**src/hw/rtl/pdrm_pkg.sv**
```systemverilog
// Package: shared types, codes and constants of the packet drop rule matcher.
`timescale 1ns / 1ps
`default_nettype none
package pdrm_pkg;

	localparam int COUNTER_BITS_DEF = 32;
	localparam int RATE_BITS        = 32;
	localparam int ID_BITS          = 64;
	localparam int CFG_DATA_BITS    = 64;
	localparam int CFG_INDEX_BITS   = 3;
	localparam int TYPE_BITS        = 3;
	localparam int TOTAL_BITS       = 32;
	localparam int NUM_COUNTED      = 4;

	localparam logic [CFG_INDEX_BITS-1:0] REG_SOURCE_ID   = 3'd0;
	localparam logic [CFG_INDEX_BITS-1:0] REG_DEST_ID     = 3'd1;
	localparam logic [CFG_INDEX_BITS-1:0] REG_TYPE_MASK   = 3'd2;
	localparam logic [CFG_INDEX_BITS-1:0] REG_PORTAL_MASK = 3'd3;
	localparam logic [CFG_INDEX_BITS-1:0] REG_DROP_RATE   = 3'd4;
	localparam logic [CFG_INDEX_BITS-1:0] REG_START_TIME  = 3'd5;
	localparam logic [CFG_INDEX_BITS-1:0] REG_FIRST_DROP  = 3'd6;

	localparam logic [TYPE_BITS-1:0] MSG_PUT = 3'd1;
	localparam logic [TYPE_BITS-1:0] MSG_GET = 3'd2;
	localparam logic [7:0] PUT_GET_BITS = 8'h06;
	localparam logic [31:0] PORTAL_MAX = 32'd63;

	typedef struct packed {
		logic [63:0] source_id;
		logic [63:0] dest_id;
		logic [2:0]  msg_type;
		logic [31:0] portal_index;
		logic [31:0] now_seconds;
		logic [31:0] random_draw;
	} in_item_t;

	typedef struct packed {
		logic        drop;
		logic        matched;
		logic [31:0] match_total;
		logic [31:0] drop_total;
		logic [31:0] type_drop_total;
	} out_item_t;

endpackage
`default_nettype wire

```
**src/hw/rtl/pdrm_in_if.sv**
```systemverilog
// Interface: packet header request channel.
`timescale 1ns / 1ps
`default_nettype none
interface pdrm_in_if;
	logic               valid;
	logic               ready;
	pdrm_pkg::in_item_t payload;

	modport source (output valid, output payload, input ready);
	modport sink (input valid, input payload, output ready);
endinterface
`default_nettype wire

```
**src/hw/rtl/pdrm_out_if.sv**
```systemverilog
// Interface: drop decision result channel.
`timescale 1ns / 1ps
`default_nettype none
interface pdrm_out_if;
	logic                valid;
	logic                ready;
	pdrm_pkg::out_item_t payload;

	modport source (output valid, output payload, input ready);
	modport sink (input valid, input payload, output ready);
endinterface
`default_nettype wire

```
**src/hw/rtl/packet_drop_rule_matcher.sv**
```systemverilog
// Top level: single-rule packet drop matcher with bit-serial modulo units.
//
// Usage: packet headers arrive on in_chan, one decision per header leaves on out_chan.
// A request is taken when valid and ready are both high. The rule is set through
// cfg_we / cfg_index / cfg_data; the user must write it only while the block is idle,
// which the block itself does not enforce. Writes take effect at once.
// An unmatched header goes from idle to the done state, and from there its result
// moves into the output register. A matched header first runs a restoring remainder
// unit that shifts one dividend bit per cycle over max(COUNTER_BITS, 32) bits; the
// next header is taken only once the result has moved out and the block is idle.
// The remainders of the new match count and of the random draw by the drop rate
// come out of two such units stepping side by side.
// Stall: the result sits in an output register; the block takes the next header
// while it waits, and holds that header's result until the register frees.
// Reset: arst_n clears all counters, loads the rule with match-any ids, no masks,
// rate one, no start delay and first drop at match zero.
`timescale 1ns / 1ps
`default_nettype none
module packet_drop_rule_matcher #(
	parameter int COUNTER_BITS = pdrm_pkg::COUNTER_BITS_DEF
) (
	input  wire                                 clk,
	input  wire                                 arst_n,
	input  wire                                 cfg_we,
	input  wire [pdrm_pkg::CFG_INDEX_BITS-1:0]  cfg_index,
	input  wire [pdrm_pkg::CFG_DATA_BITS-1:0]   cfg_data,
	pdrm_in_if.sink                             in_chan,
	pdrm_out_if.source                          out_chan
);

	localparam int RB        = pdrm_pkg::RATE_BITS;
	localparam int NSTEPS    = (COUNTER_BITS > RB) ? COUNTER_BITS : RB;
	localparam int STEP_BITS = $clog2(NSTEPS);

	typedef enum logic [1:0] {
		S_IDLE,
		S_RUN,
		S_DONE
	} state_t;

	state_t state_q;

	logic [63:0]    rule_src_q;
	logic [63:0]    rule_dst_q;
	logic [7:0]     type_mask_q;
	logic [63:0]    portal_mask_q;
	logic [RB-1:0]  rate_q;
	logic [31:0]    start_time_q;

	logic                    start_pending_q;
	logic [COUNTER_BITS-1:0] match_cnt_q;
	logic [COUNTER_BITS-1:0] ndp_q;
	logic [COUNTER_BITS-1:0] drop_cnt_q;
	logic [COUNTER_BITS-1:0] type_cnt_q [pdrm_pkg::NUM_COUNTED];

	logic                    matched_q;
	pdrm_pkg::out_item_t     res_q;
	logic                    out_valid_q;
	pdrm_pkg::out_item_t     out_q;

	logic [NSTEPS-1:0]       dvd_cnt_q;
	logic [NSTEPS-1:0]       dvd_rnd_q;
	logic [RB-1:0]           rem_cnt_q;
	logic [RB-1:0]           rem_rnd_q;
	logic [STEP_BITS-1:0]    step_q;

	pdrm_pkg::in_item_t      hdr;
	logic                    accept;
	logic                    src_ok;
	logic                    dst_ok;
	logic [7:0]              tmask;
	logic                    type_ok;
	logic                    portal_ok;
	logic                    time_ok;
	logic                    match_w;
	logic                    drop_w;
	logic                    counted_w;
	logic [COUNTER_BITS-1:0] cnt_inc;
	logic [COUNTER_BITS-1:0] drop_inc;
	logic [COUNTER_BITS-1:0] type_cur;
	logic [COUNTER_BITS-1:0] type_inc;
	logic [RB-1:0]           rate_eff;
	logic [RB:0]             try_cnt;
	logic [RB:0]             try_rnd;
	logic [RB-1:0]           rem_cnt_nx;
	logic [RB-1:0]           rem_rnd_nx;
	logic                    out_free;

	function automatic logic id_match(input logic [63:0] want, input logic [63:0] have);
		logic hit;
		hit = (want == have) || (&want) ||
			((want[63:32] == have[63:32]) && (&want[31:0]));
		return hit;
	endfunction

	function automatic logic [pdrm_pkg::TOTAL_BITS-1:0] TOTAL_W(
		input logic [COUNTER_BITS-1:0] v);
		return pdrm_pkg::TOTAL_BITS'(v);
	endfunction

	assign hdr      = in_chan.payload;
	assign accept   = in_chan.valid && in_chan.ready;
	assign rate_eff = (rate_q == '0) ? RB'(1) : rate_q;
	assign out_free = !out_valid_q || out_chan.ready;

	always_comb begin
		src_ok    = id_match(rule_src_q, hdr.source_id);
		dst_ok    = id_match(rule_dst_q, hdr.dest_id);
		tmask     = (portal_mask_q != '0) ? (type_mask_q & pdrm_pkg::PUT_GET_BITS)
			: type_mask_q;
		type_ok   = (tmask == '0) || tmask[hdr.msg_type];
		portal_ok = (portal_mask_q == '0) ||
			(((hdr.msg_type == pdrm_pkg::MSG_PUT) || (hdr.msg_type == pdrm_pkg::MSG_GET)) &&
			(hdr.portal_index <= pdrm_pkg::PORTAL_MAX) &&
			portal_mask_q[hdr.portal_index[5:0]]);
		time_ok   = !(start_pending_q && (start_time_q > hdr.now_seconds));
		match_w   = time_ok && src_ok && dst_ok && type_ok && portal_ok;
		drop_w    = match_w && (match_cnt_q == ndp_q);
		counted_w = !hdr.msg_type[2];
		cnt_inc   = match_cnt_q + COUNTER_BITS'(1);
		drop_inc  = drop_cnt_q + COUNTER_BITS'(1);
		type_cur  = type_cnt_q[hdr.msg_type[1:0]];
		type_inc  = type_cur + COUNTER_BITS'(1);
	end

	always_comb begin
		try_cnt    = {rem_cnt_q, dvd_cnt_q[NSTEPS-1]};
		try_rnd    = {rem_rnd_q, dvd_rnd_q[NSTEPS-1]};
		rem_cnt_nx = (try_cnt >= {1'b0, rate_eff}) ? RB'(try_cnt - {1'b0, rate_eff})
			: try_cnt[RB-1:0];
		rem_rnd_nx = (try_rnd >= {1'b0, rate_eff}) ? RB'(try_rnd - {1'b0, rate_eff})
			: try_rnd[RB-1:0];
	end

	always_ff @(posedge clk or negedge arst_n) begin
		if (!arst_n) begin
			state_q         <= S_IDLE;
			rule_src_q      <= '1;
			rule_dst_q      <= '1;
			type_mask_q     <= '0;
			portal_mask_q   <= '0;
			rate_q          <= RB'(1);
			start_time_q    <= '0;
			start_pending_q <= 1'b0;
			match_cnt_q     <= '0;
			ndp_q           <= '0;
			drop_cnt_q      <= '0;
			for (int i = 0; i < pdrm_pkg::NUM_COUNTED; i++) begin
				type_cnt_q[i] <= '0;
			end
			matched_q       <= 1'b0;
			out_valid_q     <= 1'b0;
			step_q          <= '0;
		end else begin
			if (cfg_we) begin
				case (cfg_index)
					pdrm_pkg::REG_SOURCE_ID:   rule_src_q    <= cfg_data;
					pdrm_pkg::REG_DEST_ID:     rule_dst_q    <= cfg_data;
					pdrm_pkg::REG_TYPE_MASK:   type_mask_q   <= cfg_data[7:0];
					pdrm_pkg::REG_PORTAL_MASK: portal_mask_q <= cfg_data;
					pdrm_pkg::REG_DROP_RATE:   rate_q        <= cfg_data[RB-1:0];
					pdrm_pkg::REG_START_TIME: begin
						start_time_q    <= cfg_data[31:0];
						start_pending_q <= (cfg_data[31:0] != '0);
					end
					pdrm_pkg::REG_FIRST_DROP:  ndp_q <= COUNTER_BITS'(cfg_data[31:0]);
					default: ;
				endcase
			end

			if (out_valid_q && out_chan.ready) begin
				out_valid_q <= 1'b0;
			end

			case (state_q)
				S_IDLE: begin
					if (accept) begin
						matched_q                 <= match_w;
						res_q.drop                <= drop_w;
						res_q.matched             <= match_w;
						res_q.match_total         <= match_w ? TOTAL_W(cnt_inc)
							: TOTAL_W(match_cnt_q);
						res_q.drop_total          <= drop_w ? TOTAL_W(drop_inc)
							: TOTAL_W(drop_cnt_q);
						res_q.type_drop_total     <= !counted_w ? '0
							: (drop_w ? TOTAL_W(type_inc) : TOTAL_W(type_cur));
						dvd_cnt_q                 <= NSTEPS'(cnt_inc);
						dvd_rnd_q                 <= NSTEPS'(hdr.random_draw);
						rem_cnt_q                 <= '0;
						rem_rnd_q                 <= '0;
						step_q                    <= STEP_BITS'(NSTEPS - 1);
						if (match_w) begin
							start_pending_q <= 1'b0;
							match_cnt_q     <= cnt_inc;
							state_q         <= S_RUN;
						end else begin
							state_q         <= S_DONE;
						end
						if (drop_w) begin
							drop_cnt_q <= drop_inc;
							if (counted_w) begin
								type_cnt_q[hdr.msg_type[1:0]] <= type_inc;
							end
						end
					end
				end
				S_RUN: begin
					rem_cnt_q <= rem_cnt_nx;
					rem_rnd_q <= rem_rnd_nx;
					dvd_cnt_q <= {dvd_cnt_q[NSTEPS-2:0], 1'b0};
					dvd_rnd_q <= {dvd_rnd_q[NSTEPS-2:0], 1'b0};
					if (step_q == '0) begin
						state_q <= S_DONE;
					end else begin
						step_q <= step_q - STEP_BITS'(1);
					end
				end
				S_DONE: begin
					if (matched_q && (rem_cnt_q == '0)) begin
						ndp_q <= match_cnt_q + COUNTER_BITS'(rem_rnd_q);
					end
					if (out_free) begin
						out_q       <= res_q;
						out_valid_q <= 1'b1;
						state_q     <= S_IDLE;
					end
				end
				default: state_q <= S_IDLE;
			endcase
		end
	end

	assign in_chan.ready    = (state_q == S_IDLE);
	assign out_chan.valid   = out_valid_q;
	assign out_chan.payload = out_q;

	a_drop_needs_match: assert property (@(posedge clk) disable iff (!arst_n)
		out_chan.valid |-> (!out_chan.payload.drop || out_chan.payload.matched))
		else $error("drop reported on an unmatched packet");

	a_rem_below_rate: assert property (@(posedge clk) disable iff (!arst_n)
		(state_q == S_RUN) |-> ((rem_cnt_q < rate_eff) && (rem_rnd_q < rate_eff)))
		else $error("remainder not below drop rate");

	a_unmatched_keeps_count: assert property (@(posedge clk) disable iff (!arst_n)
		(accept && !match_w) |=> ((match_cnt_q == $past(match_cnt_q)) &&
			(drop_cnt_q == $past(drop_cnt_q)) && (state_q == S_DONE)))
		else $error("unmatched packet changed the counters");

	a_run_only_matched: assert property (@(posedge clk) disable iff (!arst_n)
		(state_q == S_RUN) |-> matched_q)
		else $error("remainder unit running for an unmatched packet");

	a_result_not_lost: assert property (@(posedge clk) disable iff (!arst_n)
		((state_q == S_DONE) && !out_free) |=> ((state_q == S_DONE) && out_valid_q))
		else $error("pending result left before the output register freed");

endmodule
`default_nettype wire
```
**src/flat_wrapper.sv**
```systemverilog
// flat-port wrapper written by rule: the top's interface ports become plain ports
module packet_drop_rule_matcher_flat 
#(
	parameter int COUNTER_BITS = pdrm_pkg::COUNTER_BITS_DEF
)
  (clk, arst_n, cfg_we, cfg_index, cfg_data, in_chan_valid, in_chan_payload, in_chan_ready, out_chan_valid, out_chan_payload, out_chan_ready);
  pdrm_in_if in_chan_i ();
  pdrm_out_if out_chan_i ();
  input  wire clk;
  input  wire arst_n;
  input  wire cfg_we;
  input  wire [pdrm_pkg::CFG_INDEX_BITS-1:0] cfg_index;
  input  wire [pdrm_pkg::CFG_DATA_BITS-1:0] cfg_data;
  input wire logic [$bits(in_chan_i.valid)-1:0] in_chan_valid;
  input wire logic [$bits(in_chan_i.payload)-1:0] in_chan_payload;
  output wire logic [$bits(in_chan_i.ready)-1:0] in_chan_ready;
  output wire logic [$bits(out_chan_i.valid)-1:0] out_chan_valid;
  output wire logic [$bits(out_chan_i.payload)-1:0] out_chan_payload;
  input wire logic [$bits(out_chan_i.ready)-1:0] out_chan_ready;
  assign in_chan_i.valid = in_chan_valid;
  assign in_chan_i.payload = in_chan_payload;
  assign in_chan_ready = in_chan_i.ready;
  assign out_chan_valid = out_chan_i.valid;
  assign out_chan_payload = out_chan_i.payload;
  assign out_chan_i.ready = out_chan_ready;
  packet_drop_rule_matcher #(.COUNTER_BITS(COUNTER_BITS)) u_core (.clk(clk), .arst_n(arst_n), .cfg_we(cfg_we), .cfg_index(cfg_index), .cfg_data(cfg_data), .in_chan(in_chan_i), .out_chan(out_chan_i));
endmodule
```
**config.mk**
```make
export PLATFORM = sky130hd
export DESIGN_NAME = packet_drop_rule_matcher_flat
export DESIGN_NICKNAME = d
export VERILOG_FILES = /design/src/hw/rtl/pdrm_pkg.sv /design/src/hw/rtl/pdrm_in_if.sv /design/src/hw/rtl/pdrm_out_if.sv /design/src/hw/rtl/packet_drop_rule_matcher.sv /design/src/flat_wrapper.sv
export SDC_FILE = /design/constraint.sdc
export NUM_CORES = 2
export LEC_CHECK = 0
export ABC_AREA = 1
export BUFFER_PORTS_ARGS = -buffer_cell sky130_fd_sc_hd__buf_2
export CAP_MARGIN = 20
export CORE_MARGIN = 4
export CORE_UTILIZATION = 40
export DETAILED_ROUTE_END_ITERATION = 8
export SLEW_MARGIN = 20
export SYNTH_ARGS = -nofsm -noshare
export SYNTH_HDL_FRONTEND = slang
export SYNTH_SLANG_ARGS = --single-unit
```
**constraint.sdc**
```tcl
create_clock -name clk -period 10.9 [get_ports clk]
set_input_delay 1.635 -clock clk [delete_from_list [all_inputs] [get_ports clk]]
set_output_delay 1.635 -clock clk [all_outputs]
set_load 0.03 [all_outputs]
```
# ---- Word-level counts from Yosys, hierarchy flattened
# Cells that the tools add are included.
# W data, S select, Z words.
dict set report classes {
  addsub 7
  n_lt_le_gt_ge 8
  eq_ne 19
  n_mux 44
  n_bitwise 2
  n_reduce_logical 51
}
# op count
set op_table {}
lappend op_table {{$mux W32} 16}
lappend op_table {{$pmux W32 S2} 4}
lappend op_table {{$bwmux W128} 1}
lappend op_table {{$eq A64 B64 Y1} 2}
lappend op_table {{$reduce_and A64 Y1} 2}
lappend op_table {{$add A32 B1 Y32 const B} 3}
lappend op_table {{$eq A32 B32 Y1} 3}
lappend op_table {{$ge A33 B32 Y1} 2}
lappend op_table {{$bmux W32 S2} 1}
lappend op_table {{$demux W32 S2} 1}
lappend op_table {{$logic_not A32 Y1} 2}
lappend op_table {{$logic_not A64 Y1} 1}
lappend op_table {{$reduce_and A32 Y1} 2}
lappend op_table {{$reduce_bool A64 Y1} 1}
lappend op_table {{$sub A32 B32 Y32} 2}
lappend op_table {{$add A32 B32 Y32} 1}
lappend op_table {{$gt A32 B32 Y1} 1}
lappend op_table {{$le A32 B6 Y1 const B} 1}
lappend op_table {{$reduce_bool A32 Y1} 1}
lappend op_table {{$reduce_and A3 Y1} 5}
lappend op_table {{$logic_and A1 B1 Y1} 14}
lappend op_table {{$reduce_and A2 Y1} 7}
lappend op_table {{$mux W1} 10}
lappend op_table {{$mux W5} 2}
lappend op_table {{28 further kinds} 46}
dict set report totals {
  reg_bits 822
  inputBits 299
  out_inout_bits 100
  word_cells 163
}

# ---- Longest topological paths before layout
dict set report depth {
  depth_word 10
  mapped_depth 24
  mapped_depth_nobuf 22
}

# ---- Worst setup path before layout
# No wires, ideal clock.
dict set report synth_timing {
  path_kind {input -> register}
  startpoint {input arst_n}
  endpoint {register u_core.out_q, in the netlist u_core.out_chan.payload[0] (enable)}
  setup_ns 0.675
  arrival_ns 8.317
  t_required_ns 10.225
  setup_slack_ns 1.908
  path_stages 2
  n_path_buf 0
  cell_sequence {inv_1 -> nor3_1}
}
dict set report synth_via {
  elab_chain_cells 1
}
# item line
set synth_lines {}
lappend synth_lines {{start, declared} flat_wrapper.sv:10} ;# input wire arst_n;
lappend synth_lines {{$reduce_and A3 Y1 (no line)} -}
lappend synth_lines {{end signal, assigned} packet_drop_rule_matcher.sv:223} ;# out_q <= res_q;
lappend synth_lines {{end, declared} packet_drop_rule_matcher.sv:59} ;# pdrm_pkg::out_item_t out_q;
# Every way passes these cells.
# A chain may end at the register's enable or synchronous reset.

# ---- Worst setup path after layout
dict set report layout_timing {
  startpoint {input in_chan_payload[55]}
  endpoint {register u_core.type_cnt_q[121] (netlist bit)}
}
dict set report layout_via {
  elab_chain_cells 9
}
# item line
set layout_lines {}
lappend layout_lines {{start, declared} flat_wrapper.sv:15} ;# input wire logic [$bits(in_chan_i.payload)-1:0] in_chan_payload;
lappend layout_lines {{$gt A32 B32 Y1} packet_drop_rule_matcher.sv:116} ;# time_ok = !(start_pending_q && (start_time_q > hdr.now_seconds));
lappend layout_lines {{$logic_and A1 B1 Y1} packet_drop_rule_matcher.sv:116}
lappend layout_lines {{$logic_not A1 Y1} packet_drop_rule_matcher.sv:116}
lappend layout_lines {{$logic_and A1 B1 Y1 (4 in series)} packet_drop_rule_matcher.sv:117} ;# match_w = time_ok && src_ok && dst_ok && type_ok && portal_ok;
lappend layout_lines {{$logic_and A1 B1 Y1} packet_drop_rule_matcher.sv:118} ;# drop_w = match_w && (match_cnt_q == ndp_q);
lappend layout_lines {{$reduce_and A4 Y1 (no line)} -}
lappend layout_lines {{end signal, assigned by index} packet_drop_rule_matcher.sv:202} ;# type_cnt_q[hdr.msg_type[1:0]] <= type_inc;
lappend layout_lines {{end, declared} packet_drop_rule_matcher.sv:54} ;# logic [COUNTER_BITS-1:0] type_cnt_q [pdrm_pkg::NUM_COUNTED];
# Every way passes these cells.

==> impl_metrics.json <==
{
  "die_y_um": 344,
  "synth_seq_cells": 822,
  "yosysTopAreaCellShare": 0.215,
  "setup_violations": 0,
  "path_cells": "buf_2, inv_1, ha_1, nand2_1, nor2_1, nand2_1, nor3_1, a21boi_0, nand2_1, nand2_1, nor2_1, nand3_4, nor2_4, buf_12, nand4_1, buf_4, nand2_1, nand2_1",
  "postCtsSetupBuffers": 0,
  "synthTopCellsByArea": "edfxtp_1 22%, dfrtp_1 20%, nand2_1 15%",
  "hold-path-endpoint": "u_core.out_chan.payload[13]$_DFFE_PP_",
  "antenna_found_initial": 16,
  "numPortBuffers": 398,
  "finClkSkew_ns": 0.0259,
  "cts_resized": 0,
  "crit_type": "input port to flop",
  "grt_max_degree": 160,
  "layout-drive-gt1-share": 0.135,
  "reg2reg_depth": 16,
  "synthToLayoutAreaGrowth_pct": 14.5,
  "r2r-start": "u_core.start_time_q[27]$_DFFE_PN0P_",
  "gp_congestion": 0.944,
  "dp_hpwl_um": 104000,
  "multi_input_area_um2": 20100,
  "crit_path_frequent_cell": "nand2_1",
  "synth.cell_area_um2": 45200,
  "num-nets-final": 6246,
  "vias": 38300,
  "start_util": 0.402,
  "total_power_mw": 9.05,
  "cp.arrival_ns": 6.44,
  "min_from": "u_core.res_q[13]$_SDFFCE_PP0P_",
  "r2r_slack_ns": 5.65,
  "critPathSlowestCell": "nor3_1",
  "leakagePower_nw": 23.3,
  "end_kind": "flop",
  "clk_path_buf_depth": 3,
  "cpPeakStageDelay_ns": 0.69,
  "dpl_worst_slack_ns": 3.83,
  "grt_pass1_wl_um": 214000,
  "io_pins": 399,
  "final_common_cell": "nand2_1",
  "seq_area_um2": 22400,
  "cts_root_buf": "clkbuf_16",
  "grt.total_usage": 0.234,
  "rsz0062_at_grt": "no",
  "worstSkewPairLatency_ns": 0.68,
  "grt_pass1_vias": 35900,
  "dp.cells": 7213,
  "cts_tree": "built",
  "timing.final.ws_setup_ns": 5.02,
  "ant_nets": 0,
  "synth_top_cell_by_area": "edfxtp_1",
  "detail_route.vias_per_cell": 5.18,
  "finish.utilization": 0.461,
  "firstDrtPassIters": 5,
  "seq_area_frac_synth": 0.494,
  "relSlewSlack": 0.306,
  "overflow": 0,
  "clock_sinks": 822,
  "synth_cell_types": 69,
  "vdd_drop_max_mv": 0.113,
  "design.die.area_um2": 118000,
  "synth_edf_count": 324,
  "drc": 0,
  "hp-class": "flop to flop",
  "mostFrequentLayoutCells": "1782 x nand2_1, 514 x o21ai_0, 471 x inv_1",
  "rows": 123,
  "wl_per_cell_um": 19.2,
  "cts_buffers": 94,
  "synthCells": 5504,
  "cp-start-kind": "input port",
  "clk_pin_slew_ns": 0.06,
  "n_fill_cell": 11200,
  "die_w_um": 344,
  "avgSynthCellArea_um2": 8.21,
  "worstPathRequired_ns": 11.46,
  "fin_crit_ns": 5.88,
  "coreArea_um2": 112000,
  "setup_tns_ns": 0,
  "final_cells": 7401,
  "wl_um": 142000,
  "yosysWarnings": 0,
  "drv_cap": 0,
  "min_period_over_period": 0.540,
  "async_flop_share": 0.606,
  "htreeDepth": 3,
  "hold_viol": 0,
  "synthFlopType": "dfrtp_1",
  "max_freq_mhz": 170,
  "report.final.slew_viol_count": 0,
  "min_path_cells": 0,
  "timing.rr.end": "u_core.type_cnt_q[121]$_DFFE_PN0P_",
  "first_iter_violations": 3597,
  "tightest_slew_ns": 1.04,
  "path_max_fanout": 55,
  "synth.net_count": 5938,
  "hold_buffers": 0,
  "power_density_nw_per_um2": 175,
  "status": "finished, final reports clean"
}
-- cell families (layout without fill, tap and decap cells) --
group / count (synthesis) / after routing / share of synthesized area
buffers and inverters: 712 / 1100 / 0.0636
AOI/OAI and AO/OA: 809 / 809 / 0.0956
xor gates and xnor gates: 275 / 275 / 0.0546
DFF: 822 / 822 / 0.494
other: 0 / 9 / 0
adders and majority gates: 135 / 135 / 0.0379
muxes: 4 / 4 / 0.000886
and+or+nand+nor: 2747 / 2747 / 0.253
-- where the power goes --
group	switching, mW	leakage, nW	internal [mW]
Combinational	1.23	12.5	0.617
Clock	1.36	1.56	1.90
Sequential	0.262	9.21	3.68
Total	2.85	23.3	6.20
-- worst max path at each step --
stage / startpoint / end / cells after the start
floorplan: arst_n / u_core.out_chan.payload[0]$_DFFE_PP_ / 2
global placement: in_chan_payload[55] / u_core.type_cnt_q[103]$_DFFE_PN0P_ / 17
detailed placement: in_chan_payload[55] / u_core.type_cnt_q[95]$_DFFE_PN0P_ / 16
CTS: in_chan_payload[55] / u_core.type_cnt_q[2]$_DFFE_PN0P_ / 16
global route: in_chan_payload[96] / u_core.type_cnt_q[114]$_DFFE_PN0P_ / 15
finish: in_chan_payload[55] / u_core.type_cnt_q[121]$_DFFE_PN0P_ / 18
-- per-layer routing --
metal	vias to the layer above	global-route usage	routed length, um
met2	1304	0.364	63500
met5	-	0	27
li1	18700	-	-
met3	176	0.0442	11300
met1	18100	0.336	64000
met4	4	0.0638	3510
-- area by class of cell --
cell class	instances	area share
antenna	9	0.000435
clock buffer	123	0.0509
clock inverter	53	0.0105
inverter	483	0.0351
multi-input combinational	3970	0.388
sequential	822	0.432
tap	1500	0.0363
timing repair buffer	441	0.0463
-- critical path, delay by kind of cell --
family	cells	cell delay, ns
adders and majority gates	1	0.28
and+or+nand+nor	12	3.40
buffers and inverters	4	0.87
AOI/OAI and AO/OA	1	0.22
-- flip-flops by register name (all words and copies together) (netlist names), 64 cells and up --
| name | flops |
|---|---|
| u_core.rule_dst_q | 64 |
| u_core.res_q | 98 |
| u_core.type_cnt_q | 128 |
| u_core.rule_src_q | 64 |
| u_core.portal_mask_q | 64 |
| u_core.out_chan.payload | 98 |
-- cell usage after synthesis, drive strengths merged (11+ instances only) --
cell type / instances
edfxtp: 324
o21ai: 535
nor3: 72
clkbuf: 146
nor2: 475
ha: 132
a22oi: 17
xnor2: 160
nand4: 206
buf: 83
a31oi: 12
inv: 480
nand3: 142
nor4: 38
dfrtp: 369
o21a: 15
xor2: 115
a21oi: 176
dfstp: 129
o211ai: 11
nand2: 1793
a21boi: 12
-- metrics by stage --
stage          hold WS [ns]  area (um^2)
4_1_cts               0.418        51600
6_report              0.415        51800
3_3_place_gp          0.403        48400
2_1_floorplan         0.400        45200
5_1_grt               0.421        51700
3_5_place_dp          0.405        48400
Note: power is estimated with default switching activity, not from simulation.
